## src/sv/clcd_pkg.sv

```systemverilog
// ----------------------------------------------------------------------------
// clcd_pkg
// Types, constants and helpers shared by the LCD nibble write engine.
// ----------------------------------------------------------------------------
package clcd_pkg;

  localparam int BIN_W  = 32;
  localparam int DIGITS = 10;
  localparam int BCD_W  = 4 * DIGITS;

  localparam logic [7:0] ASCII_ZERO = 8'h30;

  typedef enum logic [1:0] {
    OP_CMD    = 2'd0,
    OP_CHAR   = 2'd1,
    OP_NUM    = 2'd2,
    OP_CURSOR = 2'd3
  } clcd_op_t;

  localparam logic [7:0] ROW_BASE [4] = '{8'h80, 8'hC0, 8'h94, 8'hD4};

  // start command handed to the nibble sequencer
  typedef struct packed {
    logic       start;
    logic       is_num;
    logic       rs;
    logic [7:0] byte_v;
    logic [3:0] first_idx;
  } clcd_tx_cmd_t;

  // double-dabble correction: add 3 to every BCD digit of 5 or more
  function automatic logic [BCD_W-1:0] bcd_adjust(input logic [BCD_W-1:0] bcd);
    logic [BCD_W-1:0] r;
    r = bcd;
    for (int i = 0; i < DIGITS; i++) begin
      if (bcd[i*4 +: 4] >= 4'd5) r[i*4 +: 4] = bcd[i*4 +: 4] + 4'd3;
    end
    return r;
  endfunction

  // index of the most significant nonzero digit, 0 when all are zero
  function automatic logic [3:0] lead_digit(input logic [BCD_W-1:0] bcd);
    logic [3:0] r;
    r = '0;
    for (int i = 0; i < DIGITS; i++) begin
      if (bcd[i*4 +: 4] != 4'd0) r = 4'(i);
    end
    return r;
  endfunction

endpackage

```

## src/sv/char_lcd_nibble_write_engine_unit.sv

```systemverilog
// ----------------------------------------------------------------------------
// char_lcd_nibble_write_engine_unit
// Character LCD 4-bit bus front end: commands, characters, numbers, cursor.
// ----------------------------------------------------------------------------
// Timing: the first nibble of a command, character or cursor item passes the
//   sequencer state register and the output register; a number first runs the
//   32-step BCD converter. One item in flight: two nibble writes per byte, up to
//   ten digit bytes for a number; an output stall holds the flow.
// Reset: rst_n synchronous active low, clears sequencers and output valid.
module char_lcd_nibble_write_engine_unit (
  input  logic        clk,
  input  logic        rst_n,
  input  logic        in_valid,
  output logic        in_ready,
  input  logic [1:0]  in_op,
  input  logic [31:0] in_value,
  input  logic [2:0]  in_row,
  input  logic [4:0]  in_column,
  output logic        out_valid,
  input  logic        out_ready,
  output logic        out_reg_select,
  output logic [3:0]  out_nibble,
  output logic        out_last
);

  typedef enum logic [2:0] {
    S_IDLE = 3'b001,
    S_CONV = 3'b010,
    S_TX   = 3'b100
  } top_state_t;

  top_state_t                 state_r, state_nxt;
  logic                       accept;
  logic                       cur_ok;
  logic [7:0]                 cur_addr;
  logic [1:0]                 row_idx;
  logic                       conv_start, conv_done, tx_done;
  logic [clcd_pkg::BCD_W-1:0] bcd;
  clcd_pkg::clcd_tx_cmd_t     tx_cmd;

  assign in_ready = (state_r == S_IDLE);
  assign accept   = in_valid && in_ready;

  assign cur_ok   = (in_row >= 3'd1) && (in_row <= 3'd4) && (in_column <= 5'd16);
  assign row_idx  = 2'(in_row - 3'd1);
  assign cur_addr = clcd_pkg::ROW_BASE[row_idx] + {3'b0, in_column};

  always_comb begin
    state_nxt          = state_r;
    conv_start         = 1'b0;
    tx_cmd.start       = 1'b0;
    tx_cmd.is_num      = 1'b0;
    tx_cmd.rs          = 1'b0;
    tx_cmd.byte_v      = in_value[7:0];
    tx_cmd.first_idx   = '0;
    unique case (state_r)
      S_IDLE: begin
        if (accept) begin
          unique case (clcd_pkg::clcd_op_t'(in_op))
            clcd_pkg::OP_CMD: begin
              tx_cmd.start = 1'b1;
              state_nxt    = S_TX;
            end
            clcd_pkg::OP_CHAR: begin
              tx_cmd.start = 1'b1;
              tx_cmd.rs    = 1'b1;
              state_nxt    = S_TX;
            end
            clcd_pkg::OP_NUM: begin
              conv_start = 1'b1;
              state_nxt  = S_CONV;
            end
            clcd_pkg::OP_CURSOR: begin
              // out-of-range position drops the item
              if (cur_ok) begin
                tx_cmd.start  = 1'b1;
                tx_cmd.byte_v = cur_addr;
                state_nxt     = S_TX;
              end
            end
            default: state_nxt = S_IDLE;
          endcase
        end
      end
      S_CONV: begin
        if (conv_done) begin
          tx_cmd.start     = 1'b1;
          tx_cmd.is_num    = 1'b1;
          tx_cmd.rs        = 1'b1;
          tx_cmd.first_idx = clcd_pkg::lead_digit(bcd);
          state_nxt        = S_TX;
        end
      end
      S_TX: if (tx_done) state_nxt = S_IDLE;
      default: state_nxt = S_IDLE;
    endcase
  end

  always_ff @(posedge clk) begin
    if (!rst_n) state_r <= S_IDLE;
    else state_r <= state_nxt;
  end

  clcd_bcd_conv u_conv (
    .clk     (clk),
    .rst_n   (rst_n),
    .start_i (conv_start),
    .value_i (in_value),
    .done_o  (conv_done),
    .bcd_o   (bcd)
  );

  clcd_tx_seq u_tx (
    .clk            (clk),
    .rst_n          (rst_n),
    .cmd_i          (tx_cmd),
    .bcd_i          (bcd),
    .done_o         (tx_done),
    .out_valid      (out_valid),
    .out_ready      (out_ready),
    .out_reg_select (out_reg_select),
    .out_nibble     (out_nibble),
    .out_last       (out_last)
  );

endmodule

```

## src/sv/clcd_bcd_conv.sv

```systemverilog
// ----------------------------------------------------------------------------
// clcd_bcd_conv
// Binary to BCD converter, one shift-and-correct step per cycle.
// ----------------------------------------------------------------------------
module clcd_bcd_conv (
  input  logic                        clk,
  input  logic                        rst_n,
  input  logic                        start_i,
  input  logic [clcd_pkg::BIN_W-1:0]  value_i,
  output logic                        done_o,
  output logic [clcd_pkg::BCD_W-1:0]  bcd_o
);

  logic                       busy_r, busy_nxt;
  logic                       done_r, done_nxt;
  logic [4:0]                 cnt_r, cnt_nxt;
  logic [clcd_pkg::BIN_W-1:0] bin_r, bin_nxt;
  logic [clcd_pkg::BCD_W-1:0] bcd_r, bcd_nxt;
  logic [clcd_pkg::BCD_W-1:0] adj;

  assign adj = clcd_pkg::bcd_adjust(bcd_r);

  always_comb begin
    busy_nxt = busy_r;
    done_nxt = 1'b0;
    cnt_nxt  = cnt_r;
    bin_nxt  = bin_r;
    bcd_nxt  = bcd_r;
    if (start_i) begin
      busy_nxt = 1'b1;
      cnt_nxt  = '0;
      bin_nxt  = value_i;
      bcd_nxt  = '0;
    end else if (busy_r) begin
      bcd_nxt = {adj[clcd_pkg::BCD_W-2:0], bin_r[clcd_pkg::BIN_W-1]};
      bin_nxt = {bin_r[clcd_pkg::BIN_W-2:0], 1'b0};
      cnt_nxt = cnt_r + 5'd1;
      if (cnt_r == 5'd31) begin
        busy_nxt = 1'b0;
        done_nxt = 1'b1;
      end
    end
  end

  always_ff @(posedge clk) begin
    if (!rst_n) begin
      busy_r <= 1'b0;
      done_r <= 1'b0;
      cnt_r  <= '0;
    end else begin
      busy_r <= busy_nxt;
      done_r <= done_nxt;
      cnt_r  <= cnt_nxt;
    end
  end

  always_ff @(posedge clk) begin
    bin_r <= bin_nxt;
    bcd_r <= bcd_nxt;
  end

  assign done_o = done_r;
  assign bcd_o  = bcd_r;

endmodule

```

## src/sv/clcd_tx_seq.sv

```systemverilog
// ----------------------------------------------------------------------------
// clcd_tx_seq
// Splits bytes into nibble writes, high nibble first, into an output register.
// ----------------------------------------------------------------------------
module clcd_tx_seq (
  input  logic                        clk,
  input  logic                        rst_n,
  input  clcd_pkg::clcd_tx_cmd_t      cmd_i,
  input  logic [clcd_pkg::BCD_W-1:0]  bcd_i,
  output logic                        done_o,
  output logic                        out_valid,
  input  logic                        out_ready,
  output logic                        out_reg_select,
  output logic [3:0]                  out_nibble,
  output logic                        out_last
);

  typedef enum logic [1:0] {
    T_IDLE = 2'b01,
    T_RUN  = 2'b10
  } tx_state_t;

  tx_state_t  state_r, state_nxt;
  logic       out_valid_r, out_valid_nxt;
  logic       is_num_r, rs_r, half_r;
  logic [7:0] byte_r;
  logic [3:0] idx_r;
  logic       rs_o_r, last_o_r;
  logic [3:0] nib_o_r;
  logic [7:0] cur_byte;
  logic       load, is_last;

  assign cur_byte = is_num_r ? (clcd_pkg::ASCII_ZERO | {4'b0, bcd_i[idx_r*4 +: 4]}) : byte_r;
  assign load     = (state_r == T_RUN) && (!out_valid_r || out_ready);
  assign is_last  = half_r && (idx_r == 4'd0);

  always_comb begin
    state_nxt     = state_r;
    out_valid_nxt = out_valid_r;
    if (load) out_valid_nxt = 1'b1;
    else if (out_ready) out_valid_nxt = 1'b0;
    unique case (state_r)
      T_IDLE: if (cmd_i.start) state_nxt = T_RUN;
      T_RUN:  if (load && is_last) state_nxt = T_IDLE;
      default: state_nxt = T_IDLE;
    endcase
  end

  always_ff @(posedge clk) begin
    if (!rst_n) begin
      state_r     <= T_IDLE;
      out_valid_r <= 1'b0;
    end else begin
      state_r     <= state_nxt;
      out_valid_r <= out_valid_nxt;
    end
  end

  always_ff @(posedge clk) begin
    if (state_r == T_IDLE && cmd_i.start) begin
      is_num_r <= cmd_i.is_num;
      rs_r     <= cmd_i.rs;
      byte_r   <= cmd_i.byte_v;
      idx_r    <= cmd_i.first_idx;
      half_r   <= 1'b0;
    end else if (load) begin
      // numbers walk down from the leading digit
      if (half_r) idx_r <= idx_r - 4'd1;
      half_r <= ~half_r;
    end
    if (load) begin
      rs_o_r   <= rs_r;
      nib_o_r  <= half_r ? cur_byte[3:0] : cur_byte[7:4];
      last_o_r <= is_last;
    end
  end

  assign done_o         = load && is_last;
  assign out_valid      = out_valid_r;
  assign out_reg_select = rs_o_r;
  assign out_nibble     = nib_o_r;
  assign out_last       = last_o_r;

endmodule

```

## config.mk

```make
export PLATFORM = sky130hd
export DESIGN_NAME = char_lcd_nibble_write_engine_unit
export DESIGN_NICKNAME = d
export VERILOG_FILES = /design/src/sv/clcd_pkg.sv /design/src/sv/char_lcd_nibble_write_engine_unit.sv /design/src/sv/clcd_bcd_conv.sv /design/src/sv/clcd_tx_seq.sv
export SDC_FILE = /design/constraint.sdc
export NUM_CORES = 1
export LEC_CHECK = 0
export ABC_AREA = 1
export BUFFER_PORTS_ARGS = -buffer_cell sky130_fd_sc_hd__buf_2
export CAP_MARGIN = 10
export CORE_MARGIN = 3
export CORE_UTILIZATION = 55
export DETAILED_ROUTE_END_ITERATION = 8
export GPL_TIMING_DRIVEN = 0
export HOLD_SLACK_MARGIN = 0.02
export PLACE_DENSITY = 0.84
export SETUP_SLACK_MARGIN = 0.02
export SYNTH_ARGS = -nofsm -noshare
export SYNTH_HDL_FRONTEND = slang
export SYNTH_SLANG_ARGS = --single-unit
```

## constraint.sdc

```tcl
create_clock -name clk -period 2.29 [get_ports clk]
set_input_delay 0.1145 -clock clk [delete_from_list [all_inputs] [get_ports clk]]
set_output_delay 0.1145 -clock clk [all_outputs]
set_load 0.01 [all_outputs]
```

==> impl_results.md <==
- Register share of total power: 47.0%
- Overall Power: 5397 µW
- Number of buffers and inverters on the critical path: 5
- GRT Total Usage: 26.65%
- Maximum fanout count along the critical path: 41
- Hold crit path type: in2reg
- Cell Rows: 36
- Met3 Use GR: 5.910%
- Instance count after placement with tap cells included: 902
- Count of cells resized by post-cts repair: 0
- Detailed-placement wirelength estimate: 10.15 mm
- GR Layer Usage met1: 32.75%
- Crit start category: flop
- Cell type with the highest aggregate area in the netlist: sky130_fd_sc_hd__edfxtp_1
- Final period utilization: 89.95%
- CP top delay family: buffers and inverters
- CTS tree: built
- Fin nets: 887
- Die Y: 108.5 µm
- Sw Pwr: 2055 µW
- Top cell by count, worst path: sky130_fd_sc_hd__inv_2
- RSZ-0062 raised after global routing: false
- Starting Density: 57.75%
- Final GP Congestion: 0.9336
- Cell Pwr Density: 811.2 mW/mm²
- I/O pin count: 54
- DRC: 0
- Count of cell types in the netlist: 35
- Number of storage elements in the synthesis netlist: 106
- Clock sink count: 106
- Number of enable-type register cells in the synthesized netlist: 52
- WL final: 14.63 mm
- Core area: 0.01000 mm²
- Total congestion overflow after global routing: 0
- CP cell instances: inv_1 > nor3_4 > nand2_2 > inv_2 > nand2_2 > inv_2 > nor2_2 > inv_2 > buf_4
- Gate Count Post-Synth: 716
- Final count of pins violating max slew: 0
- Count of routing violations after the opening detailed-route iteration: 411
- Worst-case vdd ir drop: 0.4800 mV
- Leading register cell type out of synthesis: sky130_fd_sc_hd__dfxtp_1
- Critical Path RT: 2.32 ns
- Result of the run: finished clean
- Critical path type: reg2reg
- Yosys warns: 0
- Average wire length per cell after detail routing: 15.48 µm
- Final worst-path setup slack: 0.2301 ns
- Sequential element share of the synthesized area: 45.76%
- Pre-Repair DR Iteration Count: 5
- Sum of negative setup slack: 0 ns
- Area enclosed by the die boundary: 0.01176 mm²
- Switching fraction of total power: 38.07%
- Slowest library cell on the worst path: sky130_fd_sc_hd__buf_4
- Minimum clock period after layout: 2.060 ns
- Pin count of the biggest net entering global routing: 42
- FF+latch area: 0.002643 mm²
- Clk Tree Root Cell: sky130_fd_sc_hd__clkbuf_8
- Max Cap Violations: 0
- Most common library cells after synthesis: sky130_fd_sc_hd__nand2_1 (203), sky130_fd_sc_hd__inv_1 (82), sky130_fd_sc_hd__o21ai_0 (75), sky130_fd_sc_hd__dfxtp_1 (54), sky130_fd_sc_hd__edfxtp_1 (52)
- Critical Path Sink Type: flop
- Global-route wire length before repair: 24.48 mm
- Share of post-route cells with drive strength above 1: 13.30%
- Post-placement setup slack: 0.2684 ns
- Clock Tree Buf Depth: 2
- Antenna diode count: 0
- Mean area per synthesized cell: 8.065 µm²
- Stage delay of the slowest cell on the critical path: 0.44 ns
- Leading cell type by number of instances after synthesis: sky130_fd_sc_hd__nand2_1
- Clock-pin transition on the worst setup and hold timing paths: 0.10 ns
- Endpoint arrival time on the critical path: 2.09 ns
- Antenna violation net count after detailed routing: 0
- Number of global-route vias before repair: 5207
- Power share of the clock group: 20.4%
- Largest cells by area after synthesis: sky130_fd_sc_hd__edfxtp_1 (27%), sky130_fd_sc_hd__dfxtp_1 (19%), sky130_fd_sc_hd__nand2_1 (13%)
- Share of synthesized flip-flops with an asynchronous set or reset: 0%
- Yosys top cell area share: 27.04%
- Combined area of the multi-input logic cells: 0.002654 mm²
- Gate power share: 32.6%
- Leakage Power: 0.003013 µW
- Horiz. Die Dim: 108.5 µm
- Filler-free cell count of the finished design: 945
- Number of filler instances in the final layout: 838
- GRT met2 Usage: 45.50%
- Highest-utilization routing layer at the global route stage: met2
- Number of buffers created by CTS: 9
- Buffers added on ports: 53
- Total number of vias: 5266
- Signed area change from the synthesized netlist to the final layout: 15.21%
- Setup Skew: 0.008048 ns
- Final Setup Violations: 0
- F_max: 485.5 MHz
- Final Hold Vio Count: 0
- Post-synthesis net count: 796
- Vias per inst: 5.572
- Remaining max-slew budget at the tightest pin: 50.35%
- Initial antenna violation count: 0
- H-tree level count: 3
- Slew at the pin closest to its max-slew limit: 0.7421 ns
- Clock latency reported for the late side of the worst-skew pair: 0.38 ns
- Power Internal: 3342 µW
- Synth Cell Area: 0.005774 mm²
timing repair:
| action | in CTS | in global routing |
|---|---|---|
| hold buffers | 27 | 0 |
| buffers inserted | 0 | 0 |
| hold endpoints to repair | 30 | 0 |
logic make-up (layout without fill, tap and decap cells):
kind of cell	after synthesis	after routing	share of synthesized area [%]
flops	106	106	45.76
simple gates	287	287	20.28
xor+xnor	20	20	3.034
fa+ha+maj	34	34	7.367
buf+inv	117	213	8.277
mux	1	1	0.1734
compound gates	151	151	15.10
per-stage QoR:
step	utilization [%]	area, µm²	hold WS [ns]
after floorplan	-	5774	0.1986
after global placement	62.06	6206	0.3757
after detailed placement	62.06	6206	0.3812
after CTS	66.53	6653	0.03037
after global routing	66.53	6653	0.04329
final	66.53	6653	0.03647
state kept, by name, summed over array words and instances, names as in the netlist, 2 cells and up:
signal	count
u_conv.bcd_o	40
u_conv.bin_r	32
u_tx.byte_r	8
u_conv.cnt_r	5
u_tx.idx_r	4
u_tx.out_nibble	4
state_r	3
u_tx.state_r	2
placed cells by master (no fill, tap or decap), types with 3 or more instances in the layout:
cell type	instances
sky130_fd_sc_hd__inv_1	82
sky130_fd_sc_hd__o22ai_1	5
sky130_fd_sc_hd__buf_2	60
sky130_fd_sc_hd__nor2_1	31
sky130_fd_sc_hd__o211ai_1	7
sky130_fd_sc_hd__ha_1	34
sky130_fd_sc_hd__clkbuf_1	10
sky130_fd_sc_hd__nand2_2	3
sky130_fd_sc_hd__inv_2	10
sky130_fd_sc_hd__xor2_1	19
sky130_fd_sc_hd__clkbuf_8	9
sky130_fd_sc_hd__edfxtp_1	52
sky130_fd_sc_hd__clkinv_1	4
sky130_fd_sc_hd__o21ai_1	3
sky130_fd_sc_hd__nor2_2	3
sky130_fd_sc_hd__a21oi_1	40
sky130_fd_sc_hd__buf_4	4
sky130_fd_sc_hd__a22o_1	3
sky130_fd_sc_hd__o21ai_0	75
sky130_fd_sc_hd__nor3_1	5
sky130_fd_sc_hd__a22oi_2	7
sky130_fd_sc_hd__dlygate4sd3_1	27
sky130_fd_sc_hd__dfxtp_1	54
sky130_fd_sc_hd__nand3_1	35
sky130_fd_sc_hd__nand2_1	203
sky130_fd_sc_hd__o31ai_1	7
area by class of cell:
type / count / area share, %
flip-flops and latches: 106 / 39.72
multi-input cells: 493 / 39.89
repair buffers: 80 / 8.050
plain buffers: 22 / 1.824
clock buffers: 10 / 1.918
clock inverters: 6 / 0.7335
well taps: 133 / 2.501
inverters: 95 / 5.360
routing by layer:
layer	wire [µm]	part of all wire [%]
met4	428	2.9
met1	5994	41
met5	0	0
met2	7212	49
met3	994	6.8
power by group through the flow:
stage | combinational (µW) | clock, µW | sequential [µW]
floorplan | 1280 | 0 | 2500
global placement | 1580 | 0 | 2550
detailed placement | 1680 | 0 | 2570
global route | 2030 | 1180 | 2570
CTS | 1730 | 1110 | 2530
finish | 1760 | 1100 | 2540
final timing paths:
path / from / to / slack (ns) / cells past startpoint
setup reg to reg: state_r[0]$_SDFFE_PN1P_ / u_conv.bin_r[6]$_DFFE_PP_ / 0.23 / 9
hold / removal: in_value[6] / u_conv.bin_r[6]$_DFFE_PP_ / 0.04 / 3
setup / recovery: state_r[0]$_SDFFE_PN1P_ / u_conv.bin_r[6]$_DFFE_PP_ / 0.23 / 9
hold reg to reg: u_tx.rs_r$_DFFE_PN_ / u_tx.out_reg_select$_DFFE_PP_ / 0.45 / 0
tightest hold or removal path, cell delays in order:
cell and delay (ns):
sky130_fd_sc_hd__buf_2 0.09, sky130_fd_sc_hd__nand2_1 0.05, sky130_fd_sc_hd__nand2_1 0.06
(Power assumes the default switching activity.)
